$ cat src/hdl/bac_pkg.sv
package bac_pkg;

    // species counts, each limited to the table depth
    localparam int NUM_PRIMARY   = 7;
    localparam int NUM_SECONDARY = 11;
    localparam int TBL_DEPTH     = 16;
    localparam int NP    = (NUM_PRIMARY > TBL_DEPTH) ? TBL_DEPTH : NUM_PRIMARY;
    localparam int NS    = (NUM_SECONDARY > TBL_DEPTH) ? TBL_DEPTH : NUM_SECONDARY;
    localparam int TOTAL = NP + NS;

    localparam int KW     = 5;   // species index width
    localparam int IW     = 32;  // ionic strength width
    localparam int RW     = 30;  // square root width
    localparam int CW     = 16;  // coefficient register width
    localparam int DVD_W  = 64;  // divider dividend width
    localparam int DVS_W  = 36;  // divider divisor width
    localparam int QDEPTH = 4;   // job queue depth
    localparam int QAW    = $clog2(QDEPTH);  // job queue pointer width

    typedef logic signed [2:0] t_charge;

    // configuration register indexes
    typedef enum logic [1:0] {
        REG_DH_A = 2'd0,
        REG_DH_B = 2'd1,
        REG_BDOT = 2'd2
    } t_reg_idx;

    typedef enum logic [1:0] {
        F_IDLE,
        F_SQRT,
        F_EMIT
    } t_fstate;

    typedef enum logic [3:0] {
        B_IDLE,
        B_MUL,
        B_MUL2,
        B_TGO,
        B_TWAIT,
        B_WGO,
        B_WWAIT,
        B_UGO,
        B_UWAIT,
        B_OUT
    } t_bstate;

    // one species job handed from front to back
    typedef struct packed {
        logic [IW-1:0] ion;
        logic [RW-1:0] root;
        logic [KW-1:0] k;
        logic          sec;
        t_charge       charge;
        logic [7:0]    size;
        logic          last;
    } t_job;

    typedef struct packed {
        logic              go;
        logic [DVD_W-1:0]  dividend;
        logic [DVS_W-1:0]  divisor;
    } t_div_req;

    typedef struct packed {
        logic              done;
        logic [DVD_W-1:0]  quot;
    } t_div_rsp;

    typedef struct packed {
        logic [CW-1:0] dh_a;
        logic [CW-1:0] dh_b;
        logic [CW-1:0] bdot;
    } t_coef;

    function automatic t_charge prim_charge(input logic [3:0] i);
        case (i)
            4'd0:    return 3'sd1;
            4'd1:    return -3'sd1;
            4'd2:    return 3'sd2;
            4'd3:    return -3'sd2;
            4'd4:    return -3'sd1;
            4'd5:    return 3'sd2;
            4'd6:    return 3'sd1;
            default: return 3'sd0;
        endcase
    endfunction

    function automatic logic [7:0] prim_size(input logic [3:0] i);
        case (i)
            4'd0:    return 8'd144;
            4'd1:    return 8'd64;
            4'd2:    return 8'd96;
            4'd3:    return 8'd64;
            4'd4:    return 8'd48;
            4'd5:    return 8'd128;
            4'd6:    return 8'd64;
            default: return 8'd0;
        endcase
    endfunction

    function automatic t_charge sec_charge(input logic [3:0] i);
        case (i)
            4'd0:    return -3'sd1;
            4'd2:    return -3'sd2;
            4'd4:    return 3'sd1;
            4'd7:    return 3'sd1;
            4'd10:   return -3'sd1;
            default: return 3'sd0;
        endcase
    endfunction

    function automatic logic [7:0] sec_size(input logic [3:0] i);
        case (i)
            4'd0:    return 8'd56;
            4'd1:    return 8'd48;
            4'd2:    return 8'd72;
            4'd3:    return 8'd48;
            4'd4:    return 8'd64;
            4'd5:    return 8'd48;
            4'd6:    return 8'd48;
            4'd7:    return 8'd64;
            4'd8:    return 8'd48;
            4'd9:    return 8'd48;
            4'd10:   return 8'd64;
            default: return 8'd0;
        endcase
    endfunction

endpackage

$ cat src/hdl/bac_fifo.sv
module bac_fifo (
    input  logic          i_clk,
    input  logic          i_rst_n,
    input  logic          i_push,
    input  bac_pkg::t_job i_job,
    output logic          o_full,
    input  logic          i_pop,
    output logic          o_empty,
    output bac_pkg::t_job o_job
);
    import bac_pkg::*;

    t_job            r_mem [QDEPTH];
    logic [QAW-1:0]  r_wp, r_rp;
    logic [QAW:0]    r_cnt;

    assign o_full  = (r_cnt == (QAW+1)'(QDEPTH));
    assign o_empty = (r_cnt == '0);
    assign o_job   = r_mem[r_rp];

    always_ff @(posedge i_clk) begin
        if (i_push) r_mem[r_wp] <= i_job;
    end

    // pointers and fill count
    always_ff @(posedge i_clk) begin
        if (!i_rst_n) begin
            r_wp  <= '0;
            r_rp  <= '0;
            r_cnt <= '0;
        end else begin
            if (i_push) r_wp <= r_wp + QAW'(1);
            if (i_pop)  r_rp <= r_rp + QAW'(1);
            case ({i_push, i_pop})
                2'b10:   r_cnt <= r_cnt + (QAW+1)'(1);
                2'b01:   r_cnt <= r_cnt - (QAW+1)'(1);
                default: r_cnt <= r_cnt;
            endcase
        end
    end

endmodule

$ cat config.mk
export PLATFORM = sky130hd
export DESIGN_NAME = bac_fifo
export DESIGN_NICKNAME = d
export VERILOG_FILES = /design/src/hdl/bac_pkg.sv /design/src/hdl/bac_fifo.sv
export SDC_FILE = /design/constraint.sdc
export NUM_CORES = 1
export LEC_CHECK = 0
export ABC_AREA = 0
export BUFFER_PORTS_ARGS = -buffer_cell sky130_fd_sc_hd__buf_2
export CORE_MARGIN = 1.5
export CORE_UTILIZATION = 39
export CTS_CLUSTER_DIAMETER = 60
export DETAILED_ROUTE_END_ITERATION = 8
export SETUP_SLACK_MARGIN = 0.1
export SYNTH_ARGS = -nofsm -noshare
export SYNTH_HDL_FRONTEND = slang
export SYNTH_SLANG_ARGS = --single-unit
$ cat constraint.sdc
create_clock -name i_clk -period 6.5 [get_ports i_clk]
set_clock_uncertainty 0.2 [all_clocks]
set_input_delay 0.65 -clock i_clk [delete_from_list [all_inputs] [get_ports i_clk]]
set_output_delay 0.65 -clock i_clk [all_outputs]
set_load 0.05 [all_outputs]
==> out/results.ini <==
[synth]
ys_seq_area_share_pct = 81.1
ys_seq_elements = 329
avgSynthCellArea_um2 = 26.0
synth_warnings = 0
yosys.area.top_type_share_pct = 79.6
synth_top_area_cell = edfxtp_1
syn_inst = 464
syn_nets = 554
synth_cell_type_count = 21
syn_area_um2 = 12100
synth.area.top_cells = edfxtp_1 (80%), mux4_2 (15%), dfxtp_1 (1.5%), buf_12 (1.3%), and2_1 (0.52%)

[clock_network]
h-tree-depth = 2
cts.sinks = 329
cts_tree = yes
cts_made_buffers = 36
cts_setup_buffers = 0
cts_buffer_depth = 3
hold_buffers = 0
clk_pin_slew_ns = 0.06
clk_latency_ns = 0.50
cts_root_buf = clkbuf_16
cts_resized = 0

[setup_path]
rr_endpoint = r_mem[0][29]$_DFFE_PP_
cp_top_family = buffers and inverters
critPathCaptureType = output pin
worst_setup_path_start_kind = flop
critPathBufInv = 2
crit_type = reg2out
r2r_slack_ns = 4.07
worstPathCellList = buf_4 > mux4_2 > buf_2
reg2reg_from = r_wp[0]$_SDFFE_PN0P_
crit_arrival_ns = 3.13
max_stage_delay_ns = 0.87
critical_path.slowest_cell = dfxtp_4
reg2reg_depth = 4
crit_required_ns = 5.65
worst-path-max-fanout = 43

[routing]
wl_per_cell_um = 20.8
viasPerCell = 4.94
ant_nets = 0
wl_um = 22400
drtIter0Drc = 283
drtPass1Iterations = 6
drc_errors = 0
via_count = 5313

[global_route]
grt.overflow.total = 0
grt_pass1_wl_um = 33900
grt_max_degree = 44
grt_usage_pct = 14.2
grt_pass1_vias = 5983
antenna_found_initial = 3

[sta]
max_freq_ghz = 0.251
tns_ns = 0
hold_viol_final = 0
worst_pin_slew_ns = 0.919
slew_viol_final = 0
whs_ns = 0.151
finalSetupViolCount = 0
rsz0062_at_grt = false
period_needed_ns = 3.98
period_share_pct = 61.3
relSlewSlack_pct = 38.7

[placed_design]
dp_hpwl_um = 12900
dp.cells = 1013
port_buffers = 165
place_congestion = 0.669
placed_area_um2 = 13200

[floorplanning]
fp-row-count = 64
start_util_pct = 39.6
fp.dieArea_um2 = 32000
ios = 166
floorplan.die.width_um = 179
chipHeight_um = 179
core_um2 = 30500

[finish]
finalNetCount = 745
fillers = 2562
design_area_um2 = 14300
syn_to_final_growth_pct = 18.5
drive_gt1_share_pct = 44.5
final_common_cell = edfxtp_1
layoutNonFillerInstCount = 1076
layout.cells.most_common_list = edfxtp_1 (320), buf_2 (165), mux4_2 (80)

[hold_path]
min_path_cells = 1
worstHoldEndpoint = r_mem[1][46]$_DFFE_PP_
hold_start = i_job[46]
holdCritPathClass = in2reg

[power]
leakage_nw = 4.78
power.density_nw_per_um2 = 347
peakVddDrop_uv = 223

[job]
cap_violations = 0

[outcome]
outcome = complete, no violations

## routing by layer
layer	global-route usage (%)	share of wire (%)
met1	17.2	40
met2	24.6	51
met5	0	0.031
met3	4.24	6.3
met4	4.13	2.3
## registers in the layout, summed over array words and instances, names as in the netlist, named ones only
name and count:
r_cnt 3, r_mem 320, r_rp 2, r_wp 2
## worst register-to-register path, cell delays in order (launching register included)
cell,delay [ns]
dfxtp_1,0.34
inv_1,0.09
ha_1,0.15
and2_4,0.63
buf_4,0.63
## worst max-delay path by stage
stage / endpoint / start / slack, ns / cells past startpoint
after floorplan: r_mem[0][0]$_DFFE_PP_ / i_push / 3.34 / 1
after global placement: o_job[62] / flop / 2.92 / 3
after detailed placement: o_job[62] / flop / 2.89 / 3
after CTS: o_job[72] / flop / 2.33 / 3
after global routing: o_job[9] / flop / 2.22 / 3
final: o_job[72] / flop / 2.52 / 3
## cells in the mapped netlist
cell type and instances:
or3_1 1, inv_1 6, xnor2_1 2, o21ai_0 2, dfxtp_1 9, mux2i_1 1
and2_1 10, buf_12 8, and3_1 1, xor2_1 3, edfxtp_1 320, nor2b_1 1
mux4_2 80, buf_6 1, nor3_1 1, fa_1 1, nand2_1 2, buf_2 8
buf_1 1, ha_1 5, a21boi_0 1
## stage by stage
step / utilization (%) / total power [W] / setup WS, ns
after CTS: 46.9 / 0.00504 / 2.33
final: 46.9 / 0.00497 / 2.52
after global routing: 46.9 / 0.00515 / 2.22
after global placement: 43.4 / 0.00318 / 2.92
after floorplan: - / 0.00303 / 3.34
after detailed placement: 43.4 / 0.00320 / 2.89
## kinds of logic (layout without fill, tap and decap cells)
kind of cell	after synthesis	after routing	synth area share (%)
flops	329	329	81.1
mux	81	81	15.0
buf+inv	24	238	1.97
simple gates	16	16	0.777
fa+ha+maj	6	6	0.684
xor+xnor	5	5	0.363
compound gates	3	3	0.145
other cells	0	2	0
## report_power, final
group	total [W]	leakage [nW]	internal, W	switching, W
Combinational	0.000655	1.25	0.000197	0.000459
Sequential	0.00248	3.01	0.00244	0.0000458
Clock	0.00183	0.513	0.00108	0.000752
## cell type report
class,instances,area [µm²],share of cell area [%]
Clock inverter,16,104,0.726
Timing Repair Buffer,171,871,6.09
Antenna cell,2,5.00,0.0350
Clock buffer,45,956,6.68
Sequential cell,329,9800,68.5
Multi-Input combinational cell,111,2060,14.4
Tap cell,396,495,3.46
Inverter,6,22.5,0.157
Note: power is estimated with default switching activity, not from simulation.
