File: src/hdl/bac_pkg.sv
package bac_pkg;

    // species counts, each limited to the table depth
    localparam int NUM_PRIMARY   = 7;
    localparam int NUM_SECONDARY = 11;
    localparam int TBL_DEPTH     = 16;
    localparam int NP    = (NUM_PRIMARY > TBL_DEPTH) ? TBL_DEPTH : NUM_PRIMARY;
    localparam int NS    = (NUM_SECONDARY > TBL_DEPTH) ? TBL_DEPTH : NUM_SECONDARY;
    localparam int TOTAL = NP + NS;

    localparam int KW     = 5;   // species index width
    localparam int IW     = 32;  // ionic strength width
    localparam int RW     = 30;  // square root width
    localparam int CW     = 16;  // coefficient register width
    localparam int DVD_W  = 64;  // divider dividend width
    localparam int DVS_W  = 36;  // divider divisor width
    localparam int QDEPTH = 4;   // job queue depth
    localparam int QAW    = $clog2(QDEPTH);  // job queue pointer width

    typedef logic signed [2:0] t_charge;

    // configuration register indexes
    typedef enum logic [1:0] {
        REG_DH_A = 2'd0,
        REG_DH_B = 2'd1,
        REG_BDOT = 2'd2
    } t_reg_idx;

    typedef enum logic [1:0] {
        F_IDLE,
        F_SQRT,
        F_EMIT
    } t_fstate;

    typedef enum logic [3:0] {
        B_IDLE,
        B_MUL,
        B_MUL2,
        B_TGO,
        B_TWAIT,
        B_WGO,
        B_WWAIT,
        B_UGO,
        B_UWAIT,
        B_OUT
    } t_bstate;

    // one species job handed from front to back
    typedef struct packed {
        logic [IW-1:0] ion;
        logic [RW-1:0] root;
        logic [KW-1:0] k;
        logic          sec;
        t_charge       charge;
        logic [7:0]    size;
        logic          last;
    } t_job;

    typedef struct packed {
        logic              go;
        logic [DVD_W-1:0]  dividend;
        logic [DVS_W-1:0]  divisor;
    } t_div_req;

    typedef struct packed {
        logic              done;
        logic [DVD_W-1:0]  quot;
    } t_div_rsp;

    typedef struct packed {
        logic [CW-1:0] dh_a;
        logic [CW-1:0] dh_b;
        logic [CW-1:0] bdot;
    } t_coef;

    function automatic t_charge prim_charge(input logic [3:0] i);
        case (i)
            4'd0:    return 3'sd1;
            4'd1:    return -3'sd1;
            4'd2:    return 3'sd2;
            4'd3:    return -3'sd2;
            4'd4:    return -3'sd1;
            4'd5:    return 3'sd2;
            4'd6:    return 3'sd1;
            default: return 3'sd0;
        endcase
    endfunction

    function automatic logic [7:0] prim_size(input logic [3:0] i);
        case (i)
            4'd0:    return 8'd144;
            4'd1:    return 8'd64;
            4'd2:    return 8'd96;
            4'd3:    return 8'd64;
            4'd4:    return 8'd48;
            4'd5:    return 8'd128;
            4'd6:    return 8'd64;
            default: return 8'd0;
        endcase
    endfunction

    function automatic t_charge sec_charge(input logic [3:0] i);
        case (i)
            4'd0:    return -3'sd1;
            4'd2:    return -3'sd2;
            4'd4:    return 3'sd1;
            4'd7:    return 3'sd1;
            4'd10:   return -3'sd1;
            default: return 3'sd0;
        endcase
    endfunction

    function automatic logic [7:0] sec_size(input logic [3:0] i);
        case (i)
            4'd0:    return 8'd56;
            4'd1:    return 8'd48;
            4'd2:    return 8'd72;
            4'd3:    return 8'd48;
            4'd4:    return 8'd64;
            4'd5:    return 8'd48;
            4'd6:    return 8'd48;
            4'd7:    return 8'd64;
            4'd8:    return 8'd48;
            4'd9:    return 8'd48;
            4'd10:   return 8'd64;
            default: return 8'd0;
        endcase
    endfunction

endpackage

File: src/hdl/bac_front.sv
module bac_front (
    input  logic          i_clk,
    input  logic          i_rst_n,
    input  logic          i_valid,
    input  logic [31:0]   i_ion,
    output logic          o_ready,
    output logic          o_push,
    output bac_pkg::t_job o_job,
    input  logic          i_full
);
    import bac_pkg::*;

    t_fstate           r_state, n_state;
    logic [IW-1:0]     r_ion;
    logic [59:0]       r_rad;
    logic [31:0]       r_rem;
    logic [RW-1:0]     r_root;
    logic [4:0]        r_cnt;
    logic [KW-1:0]     r_k;
    logic [33:0]       cur, trial;
    logic              take;
    logic              k_last;

    assign take   = i_valid && o_ready;
    assign k_last = (r_k == KW'(TOTAL - 1));

    // one root bit per cycle
    assign cur   = {r_rem, r_rad[59:58]};
    assign trial = {2'b00, r_root, 2'b01};

    always_comb begin
        n_state = r_state;
        case (r_state)
            F_IDLE:  if (take) n_state = F_SQRT;
            F_SQRT:  if (r_cnt == 5'd0) n_state = F_EMIT;
            F_EMIT:  if (!i_full && k_last) n_state = F_IDLE;
            default: n_state = F_IDLE;
        endcase
    end

    always_comb begin
        o_ready = (r_state == F_IDLE);
        o_push  = (r_state == F_EMIT) && !i_full;
    end

    // job contents
    always_comb begin
        o_job.ion  = r_ion;
        o_job.root = r_root;
        o_job.k    = r_k;
        o_job.last = k_last;
        if (r_k < KW'(NP)) begin
            o_job.sec    = 1'b0;
            o_job.charge = prim_charge(r_k[3:0]);
            o_job.size   = prim_size(r_k[3:0]);
        end else begin
            o_job.sec    = 1'b1;
            o_job.charge = sec_charge(4'(r_k - KW'(NP)));
            o_job.size   = sec_size(4'(r_k - KW'(NP)));
        end
    end

    always_ff @(posedge i_clk) begin
        if (!i_rst_n) begin
            r_state <= F_IDLE;
        end else begin
            r_state <= n_state;
        end
    end

    // datapath
    always_ff @(posedge i_clk) begin
        if (take) begin
            r_ion  <= i_ion;
            r_rad  <= {i_ion, 28'd0};
            r_rem  <= '0;
            r_root <= '0;
            r_cnt  <= 5'(RW - 1);
            r_k    <= '0;
        end else if (r_state == F_SQRT) begin
            r_rad <= {r_rad[57:0], 2'b00};
            r_cnt <= r_cnt - 5'd1;
            if (cur >= trial) begin
                r_rem  <= 32'(cur - trial);
                r_root <= {r_root[RW-2:0], 1'b1};
            end else begin
                r_rem  <= cur[31:0];
                r_root <= {r_root[RW-2:0], 1'b0};
            end
        end else if (o_push) begin
            r_k <= r_k + KW'(1);
        end
    end

endmodule

File: config.mk
export PLATFORM = sky130hd
export DESIGN_NAME = bac_front
export DESIGN_NICKNAME = d
export VERILOG_FILES = /design/src/hdl/bac_pkg.sv /design/src/hdl/bac_front.sv
export SDC_FILE = /design/constraint.sdc
export NUM_CORES = 1
export LEC_CHECK = 0
export BUFFER_PORTS_ARGS = -buffer_cell sky130_fd_sc_hd__buf_2
export CAP_MARGIN = 20
export CORE_MARGIN = 2
export CORE_UTILIZATION = 57
export DETAILED_ROUTE_END_ITERATION = 8
export GPL_ROUTABILITY_DRIVEN = 1
export PLACE_DENSITY = 0.8
export SLEW_MARGIN = 20
export SYNTH_ARGS = -nofsm -noshare
export SYNTH_HDL_FRONTEND = slang
export SYNTH_SLANG_ARGS = --single-unit
File: constraint.sdc
create_clock -name i_clk -period 3.3 [get_ports i_clk]
set_input_delay 0.66 -clock i_clk [delete_from_list [all_inputs] [get_ports i_clk]]
set_output_delay 0.66 -clock i_clk [all_outputs]
set_load 0.01 [all_outputs]
==> results.sh <==
export IMPL_cts_root_buf="clkbuf_16"
export IMPL_swShare_pct=37.4
export IMPL_ios=118
export IMPL_timing_fmax_ghz=0.330
export IMPL_seq_area_frac_synth_pct=47.0
export IMPL_syn_area_sq_mm=0.00724
export IMPL_final_seq_area_sq_mm=0.00340
export IMPL_synth_compound_area_share_pct=15.4
export IMPL_cp_max_fo=10
export IMPL_drive_gt1_share_pct=18.9
export IMPL_combPwrFrac_pct=47.9
export IMPL_synthXorXnorAreaFrac_pct=4.23
export IMPL_dr_pass1_iters=5
export IMPL_crit_chain="and3_1 > xor2_1 > nand2_1 > o211ai_1 > o21ai_0 > o21ai_0 > buf_2"
export IMPL_multiInputGateArea_sq_mm=0.00349
export IMPL_grt_util_all_layers_pct=23.7
export IMPL_avgSynthCellArea_sq_um=9.07
export IMPL_peakVddDrop_v=0.000592
export IMPL_synth_mux_area_fraction_pct=3.87
export IMPL_tns_ps=0
export IMPL_final_hold_violation_count=0
export IMPL_grt_pass1_vias=5561
export IMPL_arrival_ps=2370
export IMPL_synth_top_family_by_area="simple AND/OR/NAND/NOR gates"
export IMPL_design_area_sq_mm=0.00861
export IMPL_clock_power_share_pct=23.2
export IMPL_cts_clk_slew_worst_paths_ps=60
export IMPL_crit_top_cell="o21ai_0"
export IMPL_diodes=0
export IMPL_fin_nets=989
export IMPL_synthCells=798
export IMPL_cts_sinks=138
export IMPL_synth_area_top_cells="edfxtp_1 27%, dfxtp_1 20%, nand2_1 8.1%"
export IMPL_rsz0062_at_grt="no"
export IMPL_worst_setup_path_type="flip-flop to output pin"
export IMPL_postCtsHoldBufs=0
export IMPL_startpoint_type="flip-flop"
export IMPL_hpwlAfterDp_um=10700
export IMPL_grt_max_degree=71
export IMPL_routedWlPerCell_um=14.0
export IMPL_synth_top_cell_area_share_pct=26.5
export IMPL_placed_area_sq_mm=0.00803
export IMPL_slowest_stage="dfxtp_1"
export IMPL_die_x_um=117
export IMPL_synth_simple_area_share_pct=17.4
export IMPL_cts_buffers=17
export IMPL_async_reset_ff_share_pct=0
export IMPL_drc_errors=0
export IMPL_switching_power_mw=2.89
export IMPL_hold_path_class="input pin to flip-flop"
export IMPL_min_period_ps=3030
export IMPL_fp_dieH_um=117
export IMPL_max_slew_margin_pct=52.0
export IMPL_htree_levels=4
export IMPL_nFillCells=1027
export IMPL_num_vias=5968
export IMPL_clk_latency_ps=420
export IMPL_synthAdderAreaFrac_pct=6.74
export IMPL_tightest_slew_ps=720
export IMPL_clockBufferDepth=2
export IMPL_setup_viol_count_final=0
export IMPL_status="finished, final reports clean"
export IMPL_finalMaxSlewViolations=0
export IMPL_pwr_density_cell_mw_per_mm2=900
export IMPL_antenna_found_initial=0
export IMPL_crit_required_ps=2640
export IMPL_p_leak_nw=3.79
export IMPL_drt_total_wl_um=15400
export IMPL_grt_pass1_wl_um=25400
export IMPL_yosysWarnings=0
export IMPL_postCtsSetupBuffers=0
export IMPL_drt_iter0_drc=333
export IMPL_synth_seq_cells=138
export IMPL_maxCapViolations=0
export IMPL_skew_ps=7.67
export IMPL_whs_ps=423
export IMPL_final_period_utilization_pct=91.7
export IMPL_pwr_share_seq_pct=28.9
export IMPL_start_util_pct=57.8
export IMPL_synth_flop_cell="dfxtp_1"
export IMPL_synth_edf_count=64
export IMPL_via_per_inst=5.44
export IMPL_synth_cell_types=57
export IMPL_gr_total_overflow=0
export IMPL_fp_row_count=41
export IMPL_core_sq_mm=0.0125
export IMPL_ant_nets=0
export IMPL_portBuffers=114
export IMPL_tritoncts="done"
export IMPL_p_int_mw=4.85
export IMPL_cts_resized_gates=0
export IMPL_yosysTopAreaCell="edfxtp_1"
export IMPL_gp_congestion=0.895
export IMPL_die_area_sq_mm=0.0136
export IMPL_max_stage_delay_ps=500
export IMPL_cp_end_kind="output pin"
export IMPL_area_growth_pct=18.9
==> routing by layer <==
| metal | GRT usage (%) | share of wire (%) |
|---|---|---|
| met1 | 29.6 | 45 |
| met2 | 39.7 | 48 |
| met3 | 5.81 | 4.9 |
| met4 | 9.18 | 1.9 |
| met5 | 0 | 0 |
==> cells in the mapped netlist, types with 7 or more instances <==
master    instances
a21oi_1          40
o21ai_0          77
nor2_1           25
xor2_1           16
inv_1            53
nand3_1          48
nor3_1            9
clkbuf_1         26
nand2_1         156
nand2b_1          7
a21o_1            9
ha_1             39
o21bai_1          8
dfxtp_1          74
xnor2_1          19
and3_1            9
edfxtp_1         64
mux2i_1          28
==> cell usage in the layout (no fill, tap or decap), types with 3 or more instances in the layout <==
cell	netlist	routed
o21bai_1	8	8
nor2_1	25	25
a21o_1	9	9
buf_2	0	114
ha_1	39	39
clkbuf_16	0	17
edfxtp_1	64	64
nor3_1	9	9
nor4_1	4	4
nand4_1	3	3
nand2_1	156	155
and3_1	9	9
a21boi_0	3	3
a31oi_1	3	3
dfxtp_1	74	74
o211ai_1	4	4
nand3_1	48	48
buf_4	5	18
o21ai_1	4	4
clkinv_2	0	6
conb_1	1	3
xnor2_1	19	19
o31ai_1	3	3
a211oi_1	6	6
mux2i_1	28	28
xor2_1	16	16
and2_1	4	4
o31a_1	3	3
o21ai_0	77	77
o21a_1	5	5
or4_1	3	3
clkinv_4	0	3
nand2b_1	7	6
a21oi_1	40	40
inv_1	53	52
==> worst paths after layout <==
path	from	end	slack, ps	cells after the start
hold reg to reg	r_rem[23]$_SDFFE_PP0P_	r_rem[23]$_SDFFE_PP0P_	480	2
setup / recovery	r_k[0]$_SDFFE_PP0P_	o_job[7]	270	7
setup reg to reg	r_root[11]$_SDFFE_PP0P_	r_rem[25]$_SDFFE_PP0P_	320	12
hold / removal	i_ion[28]	r_ion[28]$_DFFE_PP_	420	1
==> final cells by class <==
cell class / count / area share (%)
multi-input cells: 570 / 40.5
inverters: 53 / 2.31
repair buffers: 134 / 8.66
flip-flops and latches: 138 / 39.5
clock inverters: 13 / 1.50
well taps: 172 / 2.50
clock buffers: 18 / 4.98
==> critical path, delay by kind of cell (launching register included) <==
kind,cells,cell delay (ps)
xor gates and xnor gates,1,420
DFF,1,500
and+or+nand+nor,2,410
buffers and inverters,1,160
AOI/OAI and AO/OA,3,450
==> registers in the layout, summed over array words and instances (netlist names) <==
signal and count:
r_root 30, r_state 2, r_rem 32, r_rad 32, r_k 5, r_ion 32
r_cnt 5
==> per-stage QoR <==
step / std cells / worst slack, ps / power (mW) / util (%)
detailed placement: 1067 / 159 / 5.86 / 64.1
floorplan: 800 / 552 / 5.07 / -
global route: 1098 / 56.8 / 8.33 / 68.8
CTS: 1098 / 99.6 / 7.69 / 68.6
global placement: 1067 / 264 / 5.80 / 64.1
finish: 1098 / 274 / 7.75 / 68.8
==> power by group through the flow <==
stage	combinational (mW)	clock, mW	sequential, mW
after global routing	4.17	1.89	2.27
after CTS	3.63	1.83	2.23
after floorplan	2.83	0	2.24
after global placement	3.54	0	2.26
final	3.71	1.80	2.24
after detailed placement	3.60	0	2.27
==> logic make-up (layout without fill, tap and decap cells) <==
group	after synthesis	count (layout)
simple gates	281	281
compound gates	184	184
flops	138	138
buf+inv	92	218
fa+ha+maj	39	39
xor+xnor	35	35
mux	28	28
other cells	1	3
(Power assumes the default switching activity.)
